--- src/design/lfbd_pkg.sv ---
// Types and constants for the LZSS flag-byte decoder.
package lfbd_pkg;

  localparam int WINDOW_DEPTH_DEF = 4096;
  localparam int COUNT_WIDTH_DEF  = 24;

  localparam int BYTE_W = 8;
  localparam int MODE_W = 2;
  localparam int OSZ_W  = 24;
  localparam int CFG_DATA_W = 24;
  localparam int CFG_IDX_W  = 1;

  localparam int TOKENS_PER_FLAG = 8;
  localparam int TIDX_W = $clog2(TOKENS_PER_FLAG);
  localparam int LEN_W  = 5;
  localparam logic [3:0] LEN_MASK = 4'h0F;

  localparam logic [CFG_IDX_W-1:0] CFG_MATCH_MODE  = 1'd0;
  localparam logic [CFG_IDX_W-1:0] CFG_OUTPUT_SIZE = 1'd1;

  localparam logic [MODE_W-1:0] MODE_RESET = 2'd1;
  localparam logic [OSZ_W-1:0]  OSZ_RESET  = 24'd1;

  typedef enum logic [1:0] {
    PH_FLAG  = 2'd0,
    PH_TOKEN = 2'd1,
    PH_HIGH  = 2'd2
  } phase_t;

  typedef enum logic [1:0] {
    ST_IDLE  = 2'd0,
    ST_LIT   = 2'd1,
    ST_CP_RD = 2'd2,
    ST_CP_WR = 2'd3
  } state_t;

  typedef struct packed {
    logic in_rdy;
    logic lit_emit;
    logic cp_read;
    logic cp_emit;
  } cmd_t;

  typedef struct packed {
    logic start_lit;
    logic start_copy;
    logic copy_last;
    logic out_free;
  } sts_t;

endpackage

--- src/design/lfbd_ctrl.sv ---
// Controller: sequences input acceptance, literal emit and copy loop.
module lfbd_ctrl (
  input  logic            clk,
  input  logic            rst,
  input  lfbd_pkg::sts_t  sts,
  output lfbd_pkg::cmd_t  cmd
);

  lfbd_pkg::state_t state;
  lfbd_pkg::state_t state_next;

  always_ff @(posedge clk) begin
    if (rst) begin
      state <= lfbd_pkg::ST_IDLE;
    end else begin
      state <= state_next;
    end
  end

  always_comb begin
    state_next = state;
    cmd        = '0;
    case (state)
      lfbd_pkg::ST_IDLE: begin
        cmd.in_rdy = 1'b1;
        if (sts.start_lit) begin
          state_next = lfbd_pkg::ST_LIT;
        end else if (sts.start_copy) begin
          state_next = lfbd_pkg::ST_CP_RD;
        end
      end
      lfbd_pkg::ST_LIT: begin
        if (sts.out_free) begin
          cmd.lit_emit = 1'b1;
          state_next   = lfbd_pkg::ST_IDLE;
        end
      end
      lfbd_pkg::ST_CP_RD: begin
        cmd.cp_read = 1'b1;
        state_next  = lfbd_pkg::ST_CP_WR;
      end
      lfbd_pkg::ST_CP_WR: begin
        if (sts.out_free) begin
          cmd.cp_emit = 1'b1;
          state_next  = sts.copy_last ? lfbd_pkg::ST_IDLE : lfbd_pkg::ST_CP_RD;
        end
      end
      default: state_next = lfbd_pkg::ST_IDLE;
    endcase
  end

endmodule

--- config.mk ---
export PLATFORM = sky130hd
export DESIGN_NAME = lfbd_ctrl
export DESIGN_NICKNAME = d
export VERILOG_FILES = /design/src/design/lfbd_pkg.sv /design/src/design/lfbd_ctrl.sv
export SDC_FILE = /design/constraint.sdc
export NUM_CORES = 1
export LEC_CHECK = 0
export BUFFER_PORTS_ARGS = -buffer_cell sky130_fd_sc_hd__buf_4
export CAP_MARGIN = 0
export CORE_AREA = 2 2 39 41
export DETAILED_ROUTE_END_ITERATION = 8
export DIE_AREA = 0 0 41 43
export PLACE_DENSITY = 0.3
export SETUP_SLACK_MARGIN = 0.4
export SLEW_MARGIN = 25
export SYNTH_ARGS = -nofsm -noshare
export SYNTH_HDL_FRONTEND = slang
export SYNTH_SLANG_ARGS = --single-unit
--- constraint.sdc ---
create_clock -name clk -period 2.35 [get_ports clk]
set_clock_uncertainty 0.05 [all_clocks]
set_input_delay 0.1175 -clock clk [delete_from_list [all_inputs] [get_ports clk]]
set_output_delay 0.1175 -clock clk [all_outputs]
set_load 0.005 [all_outputs]
## Word level (Yosys, flattened, before mapping)

Index checks and enable logic that the tools add are counted.

- Mux-type cells: 11
- Reduce and logical (&&, ||, !) cells: 2
- Eq/ne operators: 6

Operators by type and width:

| operator | count |
|---|---|
| 2-bit 2-to-1 mux | 5 |
| 2-bit one-hot mux with 4 select lines | 1 |
| 1-bit 2-to-1 mux | 5 |
| 2-bit equality test, second input constant | 2 |
| 2-bit inequality test, second input constant | 2 |
| 3-bit inequality test, second input constant | 1 |
| 3-bit AND reduction | 1 |
| 2-bit by 1-bit equality test with 1-bit output, second input constant | 1 |
| 2-bit logical NOT | 1 |

- Register bits: 2
- Word-level logic and storage cells: 20

## Logic depth before layout (Yosys ltp)

Gate-level depths: netlist (run 1).

- Depth after elaboration: 3
- Mapped depth: 2
- Mapped depth without buffers: 2

## Worst setup path before layout (run 1)

No wires, ideal clock.

- Path kind: register -> output
- Start point: reg state[0]
- End point: out cmd[1] (netlist name)
- Buffers on the path: 0
- Path slack: 1.557 ns
- Arrival time: 0.626 ns
- Stages on the path, launching flop included: 2
- Cell sequence: dfxtp_1 -> and2b_2

RTL lines:

| what | line | text |
|---|---|---|
| start, declared | lfbd_ctrl.sv:9 | `lfbd_pkg::state_t state;` |
| start signal, assigned | lfbd_ctrl.sv:14 | `state <= lfbd_pkg::ST_IDLE;` |
| start signal, assigned | lfbd_ctrl.sv:16 | `state <= state_next;` |
| end, declared | lfbd_ctrl.sv:6 | `output lfbd_pkg::cmd_t cmd` |

==> impl_metrics.json, run 1 <==
{
  "power_density_mw_per_mm2": 660,
  "drt_iter0_markers": 2,
  "cts_buffer_depth": 2,
  "syn_nets": 18,
  "track_usage_pct": 4.40,
  "slowest_delay_ns": 0.43,
  "ir_drop_mv": 0.192,
  "use_met1_pct": 4.78,
  "nets": 32,
  "max_slew_margin_pct": 84.4,
  "path_max_fanout": 8,
  "fillers": 154,
  "synth_commonest_cells": "dfxtp_1, nor2_1",
  "drt_first_pass_iters": 4,
  "core.rowCount": 14,
  "die_area_sq_mm": 0.00176,
  "numCtsBuffers": 3,
  "worst-path-buf-inv": 1,
  "htreeDepth": 1,
  "synth_seq_area_share_pct": 39.5,
  "vias": 124,
  "syn_inst": 12,
  "period_share_pct": 50.9,
  "end_kind": "primary output",
  "fp.coreArea_sq_mm": 0.00138,
  "cts.sinks": 2,
  "cp.depth": 2,
  "grt_pass1_wl_um": 448,
  "overflow": 0,
  "yosysWarnings": 0,
  "root_buffer": "clkbuf_4",
  "largest_reg_flops": 2,
  "swShare_pct": 22.0,
  "fin_tns_setup_ns": 0,
  "slew_viol_final": 0,
  "ctsResizeCount": 0,
  "synth_top_area_cell": "dfxtp_1",
  "gp_congestion": 0.614,
  "fin_crit_ns": 1.20,
  "p_comb_share_pct": 16.5,
  "grtUsageMet3_pct": 2.09,
  "grt.busiest_layer": "met4",
  "die_w_um": 41,
  "required_ns": 2.18,
  "hp-class": "in -> reg",
  "grt_start_max_net_pins": 9,
  "hold_depth": 2,
  "clk_pin_slew_ns": 0.03,
  "p_int_uw": 109,
  "wl_um": 335,
  "start_util_pct": 7.32,
  "detail_route.wl_per_cell_um": 8.38,
  "diodes": 0,
  "clk-insertion-delay-late_ns": 0.22,
  "drive_gt1_share_pct": 58.3,
  "cts_tree": "built",
  "power_uw": 140,
  "cts_hold_buf": 0,
  "ff2ff_path_depth": 2,
  "synth_cell_types": 10,
  "synth_top_area_share_pct": 39.5,
  "cp-start-kind": "flip-flop",
  "final-hold-violation-count": 0,
  "synth.area.top_cells": "dfxtp_1, and2b_2, a211oi_1, and3_2, nor2_1",
  "cap_viol_max_count": 0,
  "cp_top_family": "flip-flops",
  "synthesis.area_sq_um": 101,
  "worstMarginPinSlew_ns": 0.234,
  "outcome": "completed",
  "ys_ff_latch": 2,
  "ys.flop_type": "dfxtp_1",
  "ys_async_sr_fraction_pct": 0,
  "setup_viol": 0,
  "antenna_found_initial": 0,
  "ant_nets": 0,
  "power_frac_clock_pct": 53.6,
  "port_buffers": 9,
  "post_cts_buffers": 0,
  "syn_to_final_growth_pct": 109,
  "grt_pass1_vias": 124,
  "crit_chain": "and2b_2, buf_4",
  "synth.avg_cell_area_sq_um": 8.45,
  "top_regs": "state (2)",
  "p_sw_uw": 30.7,
  "crit_arrival_ns": 1.03,
  "synth_edf_count": 0,
  "drc": 0,
  "die_h_um": 43,
  "clock.fmax_mhz": 836,
  "path_class": "reg -> out",
  "vias_per_cell": 3.10,
  "pin_count": 10,
  "seqPwrFrac_pct": 29.9,
  "regMostFlops": "state",
  "p_leak_nw": 0.100,
  "grt_setup_unrepaired": "no",
  "grt_use_met2_pct": 4.06,
  "slowest_stage": "dfxtp_1"
}
==> kinds of logic (layout without fill, tap and decap cells) <==
group / after synthesis / in the layout / share of synthesized area [%]
and+or+nand+nor: 7 / 7 / 39.5
AOI/OAI and AO/OA: 3 / 3 / 21.0
DFF: 2 / 2 / 39.5
buffers and inverters: 0 / 12 / 0
==> per-layer routing <==
metal	up-vias	share of wire [%]
li1	68	-
met5	-	0
met4	0	0
met2	10	31
met3	0	17
met1	46	51
==> worst reg2reg max path, cell delays in order (launching register included) <==
cell     delay, ns
dfxtp_1       0.43
nor3b_1       0.09
o21a_1        0.17
==> through the flow <==
stage	util [%]	instances	setup WS, ns	area, sq um	hold slack (ns)
CTS	15.3	40	1.15	211	0.0128
finish	15.3	40	1.15	211	0.0231
detailed placement	13.7	37	1.39	189	0.253
global placement	13.7	37	1.42	189	0.249
global route	15.3	40	1.12	211	0.0264
floorplan	-	12	1.56	101	0.146
==> final timing paths <==
check | from | to | slack [ns]
worst min register to register | state[1]$_SDFFE_PP0P_ | state[1]$_SDFFE_PP0P_ | 0.52
worst max-delay path | state[0]$_SDFFE_PP0P_ | cmd[1] | 1.15
worst max register to register | state[0]$_SDFFE_PP0P_ | state[1]$_SDFFE_PP0P_ | 1.49
worst min-delay path | rst | state[0]$_SDFFE_PP0P_ | 0.02
==> area by class of cell <==
cell class	instances	area (sq um)	area share, %
Tap cell	16	20.0	9.47
Multi-Input combinational cell	10	61.3	29.0
Clock buffer	3	22.5	10.7
Timing Repair Buffer	9	67.6	32.0
Sequential cell	2	40.0	18.9
==> cells in the final DEF, fill, tap and decap left out <==
master	count
a31oi_1	1
and3_2	1
a211oi_1	1
nor3b_1	1
nand2_1	1
dfxtp_1	2
and2b_2	1
o21a_1	1
buf_4	9
nor2_1	2
nor3_1	1
clkbuf_4	3
==> power groups by stage <==
stage / Sequential [mW] / Combinational (mW) / Clock (mW)
global route: 0.0424 / 0.0259 / 0.0795
detailed placement: 0.0422 / 0.0233 / 0
finish: 0.0417 / 0.0230 / 0.0748
floorplan: 0.0410 / 0.00805 / 0
global placement: 0.0416 / 0.0231 / 0
CTS: 0.0417 / 0.0233 / 0.0811
(Power assumes the default switching activity.)
==> run 2: changes to the inputs <==
==> constraint.sdc (replaced) <==
create_clock -name clk -period 1.2 [get_ports clk]
set_clock_uncertainty 0.05 [all_clocks]
set_input_delay 0.06 -clock clk [delete_from_list [all_inputs] [get_ports clk]]
set_output_delay 0.06 -clock clk [all_outputs]
set_load 0.005 [all_outputs]
==> impl_metrics.json, run 2 (same netlist as run 1, synthesis figures left out) <==
{
  "ir_drop_mv": 0.352,
  "vias": 138,
  "setup_viol": 0,
  "start_util_pct": 7.32,
  "die_w_um": 41,
  "syn_to_final_growth_pct": 154,
  "required_ns": 1.09,
  "detail_route.wl_per_cell_um": 8.63,
  "slowest_delay_ns": 0.35,
  "drc": 0,
  "pin_count": 10,
  "power_frac_clock_pct": 49.8,
  "grt_setup_unrepaired": "yes",
  "final_common_cell": "buf_4",
  "seqPwrFrac_pct": 27.8,
  "htreeDepth": 1,
  "numCtsBuffers": 3,
  "worstReg2RegStart": "state[0]$_SDFFE_PP0P_",
  "diodes": 0,
  "fin_tns_setup_ns": 0,
  "overflow": 0,
  "root_buffer": "clkbuf_4",
  "end_kind": "primary output",
  "drive_gt1_share_pct": 84.0,
  "port_buffers": 9,
  "nets": 33,
  "layout_common_cells": "buf_4, clkbuf_4, nor2_1, dfxtp_4",
  "p_int_uw": 223,
  "p_sw_uw": 66.8,
  "p_leak_nw": 0.113,
  "top_regs": "state (2)",
  "crit_arrival_ns": 0.89,
  "regMostFlops": "state",
  "min_from": "rst",
  "fp.coreArea_sq_mm": 0.00138,
  "cap_viol_max_count": 0,
  "cts_buffer_depth": 2,
  "worstMarginPinSlew_ns": 0.137,
  "period_share_pct": 83.4,
  "slew_viol_final": 0,
  "worst-path-buf-inv": 1,
  "cp_top_family": "flip-flops",
  "clk_pin_slew_ns": 0.03,
  "outcome": "complete, but fails checks",
  "die_h_um": 43,
  "swShare_pct": 23.1,
  "core.rowCount": 14,
  "die_area_sq_mm": 0.00176,
  "vias_per_cell": 3.37,
  "cp-start-kind": "flip-flop",
  "power_uw": 290,
  "violations": "hold timing",
  "whs_ns": -0.0383,
  "antenna_found_initial": 0,
  "path_class": "reg -> out",
  "cts.sinks": 2,
  "grt_start_max_net_pins": 7,
  "p_comb_share_pct": 22.4,
  "slowest_stage": "dfxtp_4",
  "clk-insertion-delay-late_ns": 0.22,
  "ant_nets": 0,
  "drt_first_pass_iters": 1,
  "wl_um": 354,
  "clock.fmax_mhz": 999,
  "crit_chain": "and2b_2, buf_6",
  "power_density_mw_per_mm2": 1120,
  "max_slew_margin_pct": 90.8,
  "crit_path_start": "state[0]$_SDFFE_PP0P_",
  "final-hold-violation-count": 1,
  "track_usage_pct": 5.12,
  "cts_tree": "built",
  "drt_iter0_markers": 0,
  "largest_reg_flops": 2,
  "path_max_fanout": 5,
  "fin_crit_ns": 1.00,
  "gp_congestion": 0.566,
  "grt_pass1_vias": 146,
  "hp-class": "in -> reg",
  "grt_pass1_wl_um": 552
}
[run 2: cell types whose count changed in the layout (fill, tap and decap cells not counted), sizes merged]
cell | previous run | this run
buf | 9 | 10
[run 2: layer usage]
metal | part of all wire [%] | wire length (um) | vias up | GRT usage [%]
li1 | - | - | 70 | -
met1 | 47 | 167 | 58 | 6.41
met4 | 0 | 0 | 0 | 4.00
met5 | 0 | 0 | - | 0
met3 | 14 | 51 | 0 | 3.14
met2 | 38 | 135 | 10 | 5.94
[run 2: power by group through the flow]
stage	logic (mW)	clock network (mW)	registers, mW
floorplan	0.0158	0	0.0802
global placement	0.0440	0	0.0816
detailed placement	0.0450	0	0.0822
CTS	0.0627	0.154	0.0812
global route	0.0728	0.154	0.0821
finish	0.0648	0.144	0.0804
[run 2: path summary, 6_finish.rpt]
kind / endpoint / slack [ns] / cells after the start
setup / recovery: cmd[1] / 0.20 / 2
hold reg to reg: state[1]$_SDFFE_PP0P_ / 0.48 / 1
hold / removal: state[0]$_SDFFE_PP0P_ / -0.04 / 2
setup reg to reg: state[1]$_SDFFE_PP0P_ / 0.32 / 3
[run 2: worst register-to-register path, delay by kind of cell (launching register included)]
family                 cells  cell delay [ns]
buffers and inverters      1             0.15
AOI/OAI and AO/OA          1             0.12
and+or+nand+nor            1             0.15
DFF                        1             0.34
[run 2: layout make-up]
cell class,count,area [sq um]
flip-flops and latches,2,47.5
well taps,16,20.0
repair buffers,10,78.8
multi-input cells,10,88.8
clock buffers,3,22.5
fillers,154,1130
[run 2: metrics by stage]
stage          cell area [sq um]  cells  setup WS (ns)  hold WS, ns  util, %
6_report                     258     41          0.199      -0.0383     18.6
4_1_cts                      249     41          0.185      -0.0541     18.0
2_1_floorplan                101     12          0.423       0.0885        -
3_3_place_gp                 189     37          0.318        0.185     13.7
3_5_place_dp                 189     37          0.304        0.192     13.7
5_1_grt                      258     41          0.175      -0.0335     18.6
[run 2: timing repair]
| item | 4_1_cts | 5_1_grt |
|---|---|---|
| setup buffers | 1 | 0 |
| gates resized for setup | 8 | 2 |
| endpoints found under the setup margin | 6 | 6 |
| endpoints found under the hold margin | 1 | 1 |
| pin swaps | 1 | 1 |
